### src/rtl/ersi_pkg.sv
// shared types and constants for the ema and rsi trend signal unit
`timescale 1ns / 1ps
package ersi_pkg;

   localparam int PRICE_W = 32;
   localparam int AVG_W = 56;
   localparam int DIV_W = 64;
   localparam logic [8:0] ITEMS_MAX = 9'd511;
   localparam logic [8:0] WARMUP_EXTRA = 9'd10;
   localparam logic [14:0] RSI_NEUTRAL = 15'd12800;
   localparam logic [14:0] RSI_FULL = 15'd25600;

   localparam logic [1:0] CSR_EMA_PERIOD = 2'd0;
   localparam logic [1:0] CSR_RSI_PERIOD = 2'd1;
   localparam logic [1:0] CSR_OVERSOLD = 2'd2;
   localparam logic [1:0] CSR_OVERBOUGHT = 2'd3;

   localparam logic [1:0] SIG_NONE = 2'd0;
   localparam logic [1:0] SIG_BUY = 2'd1;
   localparam logic [1:0] SIG_SELL = 2'd2;

   typedef enum logic [4:0] {
      ST_IDLE,
      ST_MDIV,
      ST_EMA_SEED_RD,
      ST_EMA_SEED,
      ST_EMA_RD,
      ST_EMA_MUL,
      ST_EMA_ACC,
      ST_RSI_RD_A,
      ST_RSI_RD_B,
      ST_RSI_SUM,
      ST_RSI_DIVG,
      ST_RSI_DIVL,
      ST_RSI_SM_RD_A,
      ST_RSI_SM_RD_B,
      ST_RSI_SM_MULG,
      ST_RSI_SM_DIVG,
      ST_RSI_SM_MULL,
      ST_RSI_SM_DIVL,
      ST_RSI_FIN_MUL,
      ST_RSI_FIN_DIV,
      ST_DONE,
      ST_OUT
   } state_type;

   typedef struct packed {
      logic start;
      logic [DIV_W-1:0] num;
      logic [DIV_W-1:0] den;
   } div_req_type;

   typedef struct packed {
      logic busy;
      logic done;
      logic [DIV_W-1:0] quo;
   } div_rsp_type;

endpackage

### src/rtl/ersi_divider.sv
// shared restoring divider, one quotient bit per cycle
`timescale 1ns / 1ps
module ersi_divider
   import ersi_pkg::*;
(
   input  logic        clock,
   input  logic        reset,
   input  div_req_type req,
   output div_rsp_type rsp
);

   logic [DIV_W-1:0] quo_ff, quo_in;
   logic [DIV_W-1:0] rem_ff, rem_in;
   logic [DIV_W-1:0] den_ff, den_in;
   logic [6:0] cnt_ff, cnt_in;
   logic busy_ff, busy_in;
   logic done_ff, done_in;
   logic [DIV_W:0] trial;

   always_comb begin
      quo_in = quo_ff;
      rem_in = rem_ff;
      den_in = den_ff;
      cnt_in = cnt_ff;
      busy_in = busy_ff;
      done_in = 1'b0;
      trial = {rem_ff, quo_ff[DIV_W-1]} - {1'b0, den_ff};
      if (req.start) begin
         quo_in = req.num;
         rem_in = '0;
         den_in = req.den;
         cnt_in = 7'(DIV_W);
         busy_in = 1'b1;
      end else if (busy_ff) begin
         if (!trial[DIV_W]) begin
            rem_in = trial[DIV_W-1:0];
            quo_in = {quo_ff[DIV_W-2:0], 1'b1};
         end else begin
            rem_in = {rem_ff[DIV_W-2:0], quo_ff[DIV_W-1]};
            quo_in = {quo_ff[DIV_W-2:0], 1'b0};
         end
         cnt_in = cnt_ff - 7'd1;
         if (cnt_ff == 7'd1) begin
            busy_in = 1'b0;
            done_in = 1'b1;
         end
      end
   end

   always_ff @(posedge clock) begin
      if (reset) begin
         busy_ff <= 1'b0;
         done_ff <= 1'b0;
         cnt_ff <= '0;
      end else begin
         busy_ff <= busy_in;
         done_ff <= done_in;
         cnt_ff <= cnt_in;
      end
      quo_ff <= quo_in;
      rem_ff <= rem_in;
      den_ff <= den_in;
   end

   assign rsp.busy = busy_ff;
   assign rsp.done = done_ff;
   assign rsp.quo = quo_ff;

`ifndef SYNTHESIS
   a_done_after_busy: assert property (@(posedge clock) disable iff (reset)
      done_ff |-> $past(busy_ff)) else $error("divider done without busy");
   a_not_both: assert property (@(posedge clock) disable iff (reset)
      !(done_ff && busy_ff && !$past(req.start))) else $error("divider done while busy");
   a_cnt_idle: assert property (@(posedge clock) disable iff (reset)
      !busy_ff |-> cnt_ff == 7'd0) else $error("divider count left over");
`endif

endmodule

### config.mk
export PLATFORM = sky130hd
export DESIGN_NAME = ersi_divider
export DESIGN_NICKNAME = d
export VERILOG_FILES = /design/src/rtl/ersi_pkg.sv /design/src/rtl/ersi_divider.sv
export SDC_FILE = /design/constraint.sdc
export NUM_CORES = 1
export LEC_CHECK = 0
export ABC_AREA = 0
export BUFFER_PORTS_ARGS = -buffer_cell sky130_fd_sc_hd__buf_2
export CORE_MARGIN = 2
export CORE_UTILIZATION = 40
export DETAILED_ROUTE_END_ITERATION = 8
export PLACE_DENSITY = 0.68
export SLEW_MARGIN = 20
export SYNTH_ARGS = -nofsm -noshare
export SYNTH_HDL_FRONTEND = slang
export SYNTH_SLANG_ARGS = --single-unit
### constraint.sdc
create_clock -name clock -period 7.35 [get_ports clock]
set_input_delay 1.47 -clock clock [delete_from_list [all_inputs] [get_ports clock]]
set_output_delay 1.47 -clock clock [all_outputs]
set_load 0.05 [all_outputs]
**Word level (Yosys, flattened, before mapping)**

Cells that the tools add are included.

- Output and inout bits: 66
- Input bits: 131
- Register bits after elaboration: 201

- Muxes and demuxes: 10
- Bitwise logic cells: 1
- Reduce and logical (&&, ||, !) cells: 3
- Add/subtract/negate cells: 2
- Equal/unequal tests: 1

Operator list:

| operator | number |
|---|---|
| $mux W64 | 3 |
| $sub A65 B64 Y65 | 1 |
| $mux W7 | 2 |
| $eq A7 B1 Y1 const B | 1 |
| $sub A7 B1 Y7 const B | 1 |
| $mux W1 | 5 |
| $reduce_or A3 Y1 | 1 |
| $reduce_bool A2 Y1 | 1 |
| $reduce_or A2 Y1 | 1 |
| $not A1 Y1 | 1 |

**Longest topological paths before layout**

Gate-level depths: netlist of the first run.

- Depth in word-level cells: 4
- Mapped depth: 15

**Worst setup path before layout of the first run**

No wires, ideal clock.

- Path kind: input -> register
- Start: input req[128] (netlist name)
- End: register quo_ff[0] (enable)
- Arrival time: 2.700 ns
- Slack: 3.959 ns
- Library setup time: 0.692 ns
- Stages on the path: 2
- Cells stage by stage: inv_1 -> nand2_1

- Word-level cells in the longest chain between the ends: 1

RTL lines:

| element | line | text |
|---|---|---|
| from (decl) | ersi_divider.sv:8 | `input div_req_type req,` |
| $reduce_bool A2 Y1 (no line) | - |  |
| to (signal assigned) | ersi_divider.sv:60 | `quo_ff <= quo_in;` |
| to (decl) | ersi_divider.sv:12 | `logic [DIV_W-1:0] quo_ff, quo_in;` |

No other way between the ends.
A chain may end at the register's enable or synchronous reset.

**Worst setup path after layout of the first run**

- Start: register quo_ff[63]
- End: register rem_ff[57]

- Word-level cells in the longest chain between the ends: 2

RTL lines:

| element | line | text |
|---|---|---|
| $sub A65 B64 Y65 | ersi_divider.sv:27 | `trial = {rem_ff, quo_ff[DIV_W-1]} - {1'b0, den_ff};` |
| $mux W64 | ersi_divider.sv:35 | `if (!trial[DIV_W]) begin` |
| to (signal assigned) | ersi_divider.sv:61 | `rem_ff <= rem_in;` |
| to (decl) | ersi_divider.sv:13 | `logic [DIV_W-1:0] rem_ff, rem_in;` |

No other way between the ends.

==> results of run 1 <==
[cell families (layout without fill, tap and decap cells)]
logic type | count (synthesis) | after routing | share of synthesized area
flip-flops | 201 | 201 | 0.441
multiplexers | 114 | 114 | 0.101
other | 0 | 2 | 0
buffers and inverters | 155 | 336 | 0.0568
XOR/XNOR | 62 | 62 | 0.0452
adder cells (fa/ha/maj) | 67 | 67 | 0.0704
AND/OR/NAND/NOR | 293 | 293 | 0.113
AO/OA/AOI/OAI | 300 | 300 | 0.172
[synth_stat cells (all sizes together), types with 19 or more instances]
cell type | n | area (um2)
a21o | 28 | 211
inv | 92 | 345
nand4 | 21 | 131
xor2 | 23 | 201
nor3 | 21 | 110
nor2 | 112 | 420
buf | 20 | 175
clkbuf | 43 | 163
mux2 | 63 | 709
a21oi | 78 | 402
xnor2 | 39 | 342
edfxtp | 128 | 3840
nand3 | 19 | 100
ha | 66 | 826
dfxtp | 73 | 1460
o21ai | 43 | 226
a211oi | 61 | 458
nand2 | 72 | 270
mux2i | 51 | 510
[path summary, 6_finish.rpt]
kind	start	end	slack [ns]
worst max register to register	quo_ff[63]$_DFFE_PP_	rem_ff[57]$_SDFFE_PP0P_	3.31
worst min register to register	rem_ff[61]$_SDFFE_PP0P_	rem_ff[62]$_SDFFE_PP0P_	0.49
worst min-delay path	rem_ff[61]$_SDFFE_PP0P_	rem_ff[62]$_SDFFE_PP0P_	0.49
worst max-delay path	quo_ff[63]$_DFFE_PP_	rem_ff[57]$_SDFFE_PP0P_	3.31
[final cells by class]
class / count / area [um2]
clock inverters: 10 / 87.6
diodes: 2 / 5.00
well taps: 390 / 488
clock buffers: 34 / 668
flip-flops and latches: 201 / 5310
multi-input cells: 836 / 6030
fillers: 2903 / 15700
repair buffers: 200 / 1020
inverters: 92 / 345
[cell usage in the layout (no fill, tap or decap), types with 9 or more instances in the layout]
cell type  instances
a211oi_1          61
a21o_1            27
a21oi_1           75
and3_1            12
buf_2            195
clkbuf_16         24
dfxtp_1           72
edfxtp_1         128
ha_1              66
inv_1             91
mux2_2            63
mux2i_1           51
nand2_1           71
nand3_1           18
nand4_1           21
nor2_1           112
nor3_1            20
o21a_1            15
o21ai_0           36
o21bai_1          14
o31ai_1            9
xnor2_1           39
xor2_1            23
[registers in the layout, summed over array words and instances, names as in the netlist]
name,count
quo_ff,64
den_ff,64
rem_ff,64
done_ff,1
cnt_ff,7
busy_ff,1
[through the flow]
step	setup slack, ns	cells	power (W)	area, um2	util
5_1_grt	3.02	1764	0.00364	14000	0.471
4_1_cts	3.29	1763	0.00349	13900	0.471
2_1_floorplan	3.96	1192	0.00212	12000	-
3_5_place_dp	3.28	1719	0.00233	13200	0.445
3_3_place_gp	3.58	1719	0.00232	13200	0.445
6_report	3.31	1765	0.00346	14000	0.471
[worst max-delay path: cells and delay by family, from the launching register on]
kind	cells	cell delay (ns)
AOI/OAI and AO/OA	8	1.77
adders and majority gates	2	0.63
buffers and inverters	1	0.06
DFF	1	0.37
and+or+nand+nor	2	1.04
[power breakdown]
group | switching [W] | total (W) | internal [W]
Sequential | 0.0000658 | 0.00138 | 0.00132
Clock | 0.000473 | 0.00114 | 0.000668
Combinational | 0.000584 | 0.000932 | 0.000348
[per-layer routing]
metal	vias to the layer above	part of all wire	GRT usage	wire (um)
met5	-	0.0013	0	40
met4	6	0.035	0.0666	1040
met3	67	0.077	0.0518	2300
met2	305	0.45	0.309	13500
met1	4468	0.44	0.243	13000
li1	4700	-	-	-
==> reports/metrics.yaml, run 1 <==
drt:
  drc: 0
  routed-via-count: 9546
  routed_wl_um: 29900
  ant_nets: 0
  dr.pass1.iters: 5
  wl_per_cell_um: 16.9
  via_per_inst: 5.41
  first_iter_violations: 441
synth:
  synth_cell_type_count: 74
  ys.warnings.count: 0
  syn-num-nets: 1390
  ys_seq_elements: 201
  postSynthAreaPerCell_um2: 10.1
  seq_area_frac_synth: 0.441
  synthArstFlopShare: 0
  ys.flop_type: "edfxtp_1"
  synth_area_um2: 12000
  synth_cells: 1192
  synth_edf_count: 128
global_routing:
  antenna_found_initial: 6
  grt_start_max_net_pins: 82
  grt_util_all_layers: 0.190
  grt_pass1_vias: 9509
  grt_pass1_wl_um: 48400
  grt_overflow_total: 0
sta:
  tightest_slew_ns: 1.07
  hold_viol_final: 0
  setup_viol_count_final: 0
  period_share: 0.550
  period_needed_ns: 4.04
  maxSlewViolCount: 0
  fmaxAchievable_ghz: 0.248
  rsz0062_at_grt: "false"
  tns_ns: 0
  slew_headroom: 0.286
  hold-worst-slack_ns: 0.494
  fin_worst_skew_ns: 0.0139
clock_tree:
  post-cts-setup-buffer-count: 0
  clk_path_buf_depth: 3
  cts_buffers: 24
  clkSlewWorstSetupHoldPaths_ns: 0.06
  clock_latency_ns: 0.53
  cts_tree: "built"
  cts-htree-levels: 1
  ctsResizeCount: 0
  cts_hold_buf: 0
  clock_sinks: 201
  clock-root-buffer: "clkbuf_16"
outcome:
  status: "complete, no violations"
placement:
  port-buffer-count: 196
  hpwl_um: 21900
  globalplace.congestion: 0.880
setup_path:
  cp-end-kind: "flop"
  critPathLaunchType: "flop"
  r2r_cells: 13
  cp_slowest_cell: "and2_4"
  crit_arrival_ns: 4.47
  path_class: "reg2reg"
  slowest_delay_ns: 0.86
  worst-path-max-fanout: 63
  crit_chain: "inv_1 -> ha_1 -> fa_1 -> nor2b_1 -> o31ai_1 -> a31oi_1 -> a31o_2 -> o21ai_4 -> o2111ai_2 -> a21o_2 -> and2_4 -> o2111ai_1 -> a311oi_1"
  critPathRequiredTime_ns: 7.78
floorplanning:
  core.rowCount: 63
  die_x_um: 177
  die_y_um: 177
  dieArea_um2: 31400
  initial_core_util: 0.406
  core_area_um2: 29600
  ioPinCount: 197
cells_and_area:
  fin_nets: 1553
  drive_gt1_frac: 0.235
  area_growth_pct: 16.1
pwr:
  powerDensity_nw_per_um2: 248
  p_leak_nw: 5.89
  vdd_ir_drop_max_v: 0.000221
run:
  cap_violations: 0
worst_hold_path:
  min_path_cells: 2
  hold_path.class: "reg2reg"
(Power assumes the default switching activity.)
==> run 2, diff against run 1 <==
- PLACE_DENSITY: 0.68 -> 0.7
- clock period: 7.35 -> 3.7 ns (I/O delays scaled with it)
==> reports/metrics.yaml, run 2 (synthesis results as in run 1) <==
cells_and_area:
  final_area_um2: 14200
  fin_nets: 1563
  top_regs: "den_ff x64, quo_ff x64, rem_ff x64"
  final_cell_mix: "buf_2 (195), edfxtp_1 (128), nor2_1 (112), inv_1 (91), a21oi_1 (75)"
  area_growth_pct: 18.6
  fillerInstances: 2788
  final_common_cell: "buf_2"
  drive_gt1_frac: 0.246
floorplanning:
  initial_core_util: 0.406
  dieArea_um2: 31400
  core.rowCount: 63
  die_x_um: 177
  core_area_um2: 29600
  die_y_um: 177
  ioPinCount: 197
sta:
  timing.final.ws_setup_ns: 0.246
  rsz0062_at_grt: "false"
  fin_worst_skew_ns: 0.0132
  period_share: 0.933
  period_needed_ns: 3.45
  tns_ns: 0
  hold_viol_final: 0
  maxSlewViolCount: 0
  setup_viol_count_final: 0
  tightest_slew_ns: 0.799
  slew_headroom: 0.467
  fmaxAchievable_ghz: 0.290
placement:
  globalplace.congestion: 0.911
  dp_slack_ns: 0.243
  hpwl_um: 22600
  placed_area_um2: 13300
  port-buffer-count: 196
drt:
  routed_wl_um: 30300
  wl_per_cell_um: 17.1
  drc: 0
  via_per_inst: 5.37
  ant_nets: 0
  dr.pass1.iters: 5
  first_iter_violations: 517
  routed-via-count: 9541
setup_path:
  critPathRequiredTime_ns: 4.14
  worst-path-max-fanout: 42
  crit_end: "rem_ff[39]$_SDFFE_PP0P_"
  cp-end-kind: "flop"
  r2r_cells: 13
  r2r_slack_ns: 0.25
  crit_arrival_ns: 3.89
  path_class: "reg2reg"
  reg2reg_from: "den_ff[41]$_DFFE_PP_"
  timing.rr.end: "rem_ff[39]$_SDFFE_PP0P_"
  critPathLaunchType: "flop"
  crit_start: "den_ff[41]$_DFFE_PP_"
clock_tree:
  clkSlewWorstSetupHoldPaths_ns: 0.06
  clock_latency_ns: 0.54
  cts-htree-levels: 1
  clock_sinks: 201
  cts_tree: "built"
  cts_buffers: 25
  post-cts-setup-buffer-count: 0
  cts_hold_buf: 0
  clock-root-buffer: "clkbuf_16"
  clk_path_buf_depth: 3
  ctsResizeCount: 0
global_routing:
  grt_pass1_wl_um: 48500
  grtUsageMet1: 0.234
  grt_start_max_net_pins: 82
  top_usage_layer: "met2"
  grtUsageMet2: 0.329
  gr-usage-met3: 0.0508
  grt_util_all_layers: 0.193
  antenna_found_initial: 5
  grt_overflow_total: 0
  grt_pass1_vias: 9564
pwr:
  powerDensity_nw_per_um2: 518
  vdd_ir_drop_max_v: 0.000397
  p_leak_nw: 6.03
outcome:
  status: "complete, no violations"
worst_hold_path:
  hold_path.class: "in2reg"
run:
  cap_violations: 0
run 2: cell types whose count changed in the layout (fill, tap and decap cells not counted), sizes merged:
cell and change:
buf +9, bufinv +5, clkinv -4, clkbuf -2
clkinvlp +2, inv +1
run 2: worst min path at each step:
stage / start / end / cells after the start
after floorplan: cnt_ff[1]$_SDFFE_PP0P_ / cnt_ff[1]$_SDFFE_PP0P_ / 2
after global placement: cnt_ff[1]$_SDFFE_PP0P_ / cnt_ff[1]$_SDFFE_PP0P_ / 2
after detailed placement: cnt_ff[1]$_SDFFE_PP0P_ / cnt_ff[1]$_SDFFE_PP0P_ / 2
after CTS: req[57] / den_ff[57]$_DFFE_PP_ / 1
after global routing: req[57] / den_ff[57]$_DFFE_PP_ / 1
final: req[10] / den_ff[10]$_DFFE_PP_ / 1
run 2: worst max-delay path, cell delays in order, from the launching register on:
cell and delay (ns):
edfxtp_1 0.36, inv_1 0.09, ha_1 0.34, a21oi_1 0.19, o21ai_0 0.15, o2111ai_1 0.23
a21oi_1 0.16, a211oi_1 0.50, o2111ai_2 0.23, a21o_2 0.29, and2_4 0.19, buf_12 0.20
mux2i_1 0.15, a211oi_1 0.25
run 2: layout make-up:
cell class,count,area [um2],area share
clock buffer,32,702,0.0493
multi-input combinational,836,6040,0.424
timing repair buffer,209,1120,0.0788
antenna,2,5.00,0.000351
sequential,201,5310,0.373
tap,390,488,0.0342
inverter,92,345,0.0242
clock inverter,14,243,0.0170
run 2: metal layers:
metal	share of wire	wire length (um)
met5	0.0013	39
met4	0.034	1020
met3	0.084	2550
met2	0.47	14200
met1	0.41	12500
run 2: metrics by stage:
stage | hold WS (ns) | utilization | instances | total power, W
2_1_floorplan | 0.469 | - | 1192 | 0.00421
3_3_place_gp | 0.483 | 0.449 | 1728 | 0.00464
3_5_place_dp | 0.493 | 0.449 | 1728 | 0.00466
4_1_cts | 0.350 | 0.481 | 1774 | 0.00744
5_1_grt | 0.356 | 0.481 | 1774 | 0.00772
6_report | 0.375 | 0.481 | 1776 | 0.00738
run 2: power by group:
part	internal [W]	switching, W
Sequential	0.00262	0.000135
Combinational	0.000710	0.00117
Clock	0.00176	0.000983
==> run 3, diff against run 2 <==
- CORE_UTILIZATION: 40 -> 52
- PLACE_DENSITY: 0.7 -> 0.85
==> reports/metrics.yaml, run 3 (synthesis results as in run 1) <==
floorplanning:
  core_area_um2: 22600
  ioPinCount: 197
  core.rowCount: 55
  die_y_um: 156
  initial_core_util: 0.531
  dieArea_um2: 24300
  die_x_um: 156
global_routing:
  antenna_found_initial: 4
  grt_start_max_net_pins: 65
  grt_util_all_layers: 0.239
  grt_overflow_total: 0
  grt_pass1_vias: 9397
  grt_pass1_wl_um: 47200
worst_hold_path:
  hold_path.class: "in2reg"
drt:
  dr.pass1.iters: 6
  ant_nets: 0
  wl_per_cell_um: 17.6
  routed-via-count: 9717
  routed_wl_um: 29400
  first_iter_violations: 696
  via_per_inst: 5.82
  drc: 0
sta:
  rsz0062_at_grt: "false"
  hold_viol_final: 0
  tightest_slew_ns: 0.637
  maxSlewViolCount: 0
  timing.final.ws_setup_ns: 0.252
  period_needed_ns: 3.45
  fin_worst_skew_ns: 0.0228
  slew_headroom: 0.575
  period_share: 0.932
  setup_viol_count_final: 0
  tns_ns: 0
  hold-worst-slack_ns: 0.380
  fmaxAchievable_ghz: 0.290
clock_tree:
  clkSlewWorstSetupHoldPaths_ns: 0.06
  clock_latency_ns: 0.53
  cts-htree-levels: 1
  cts_tree: "built"
  clock-root-buffer: "clkbuf_16"
  clk_path_buf_depth: 3
  cts_buffers: 23
  clock_sinks: 201
placement:
  port-buffer-count: 196
  hpwl_um: 21800
  globalplace.congestion: 0.929
  dp_slack_ns: 0.156
setup_path:
  crit_arrival_ns: 3.89
  path_class: "reg2reg"
  critPathLaunchType: "flop"
  critPathRequiredTime_ns: 4.14
  worst-path-max-fanout: 7
  cp-end-kind: "flop"
pwr:
  vdd_ir_drop_max_v: 0.000367
  pwr-share-seq: 0.401
  powerDensity_nw_per_um2: 492
  p_leak_nw: 5.94
  p_int_w: 0.00464
  clkPwrFrac: 0.323
  p_comb_frac: 0.276
  switching_share: 0.324
  switchingPower_w: 0.00222
cells_and_area:
  fillerInstances: 1855
  area_growth_pct: 16.1
  drive_gt1_frac: 0.240
  seqCellArea_um2: 5310
  fin_nets: 1565
  final_common_cell: "buf_2"
  multi_input_area_um2: 6050
  final_cell_mix: "buf_2 (195), edfxtp_1 (128), nor2_1 (112), inv_1 (91), a21oi_1 (75)"
  top_regs: "den_ff x64, quo_ff x64, rem_ff x64"
  post-route-util: 0.616
run:
  cap_violations: 0
outcome:
  status: "complete, no violations"
[run 3: area by class of cell]
class	instances	share of cell area
Multi-Input combinational cell	837	0.433
Sequential cell	201	0.381
Timing Repair Buffer	212	0.0830
Clock buffer	30	0.0439
Tap cell	285	0.0256
Inverter	92	0.0248
Clock inverter	10	0.00861
Antenna cell	2	0.000359
[run 3: critical path, stage by stage, from the launching register on]
cell and delay [ns]:
edfxtp_1 0.37, inv_1 0.05, ha_1 0.22, fa_1 0.40, nor2b_1 0.21, o31ai_1 0.11, a31oi_1 0.22, o31ai_1 0.12
buf_4 0.16, or3b_2 0.52, nand2_1 0.17, a21o_1 0.27, a211o_1 0.17, o2111ai_1 0.11, a311oi_1 0.25
[run 3: per-layer routing]
layer  part of all wire  wire [um]  global-route usage  up-vias
li1                   -          -                   -     4736
met5             0.0010         30                   0        -
met2               0.47      13900               0.403      382
met3              0.076       2250              0.0575       63
met1               0.42      12300               0.303     4532
met4              0.033        963              0.0821        4
[run 3: stage by stage]
step,power (W),std cells,cell area [um2]
2_1_floorplan,0.00421,1192,12000
3_3_place_gp,0.00461,1624,13200
3_5_place_dp,0.00466,1624,13200
4_1_cts,0.00689,1664,13900
5_1_grt,0.00719,1668,13900
6_report,0.00686,1669,14000
[run 3: repair_timing]
item                       CTS  global route
hold endpoints to repair     0             0
setup endpoints to repair    0            38
hold buffers                 0             0
setup buffers                0             2
gates resized for setup      0             1
[run 3: worst paths after layout]
check / startpoint / end / slack [ns] / cells past startpoint
worst min-delay path: req[17] / den_ff[17]$_DFFE_PP_ / 0.38 / 1
worst max-delay path: quo_ff[63]$_DFFE_PP_ / rem_ff[62]$_SDFFE_PP0P_ / 0.25 / 14
worst min register to register: rem_ff[61]$_SDFFE_PP0P_ / rem_ff[62]$_SDFFE_PP0P_ / 0.50 / 2
worst max register to register: quo_ff[63]$_DFFE_PP_ / rem_ff[62]$_SDFFE_PP0P_ / 0.25 / 14
[run 3: power groups by stage]
stage | logic, W | clock network (W) | registers (W)
global route | 0.00206 | 0.00235 | 0.00278
floorplan | 0.00120 | 0 | 0.00302
finish | 0.00189 | 0.00222 | 0.00276
global placement | 0.00182 | 0 | 0.00279
CTS | 0.00187 | 0.00227 | 0.00276
detailed placement | 0.00186 | 0 | 0.00280
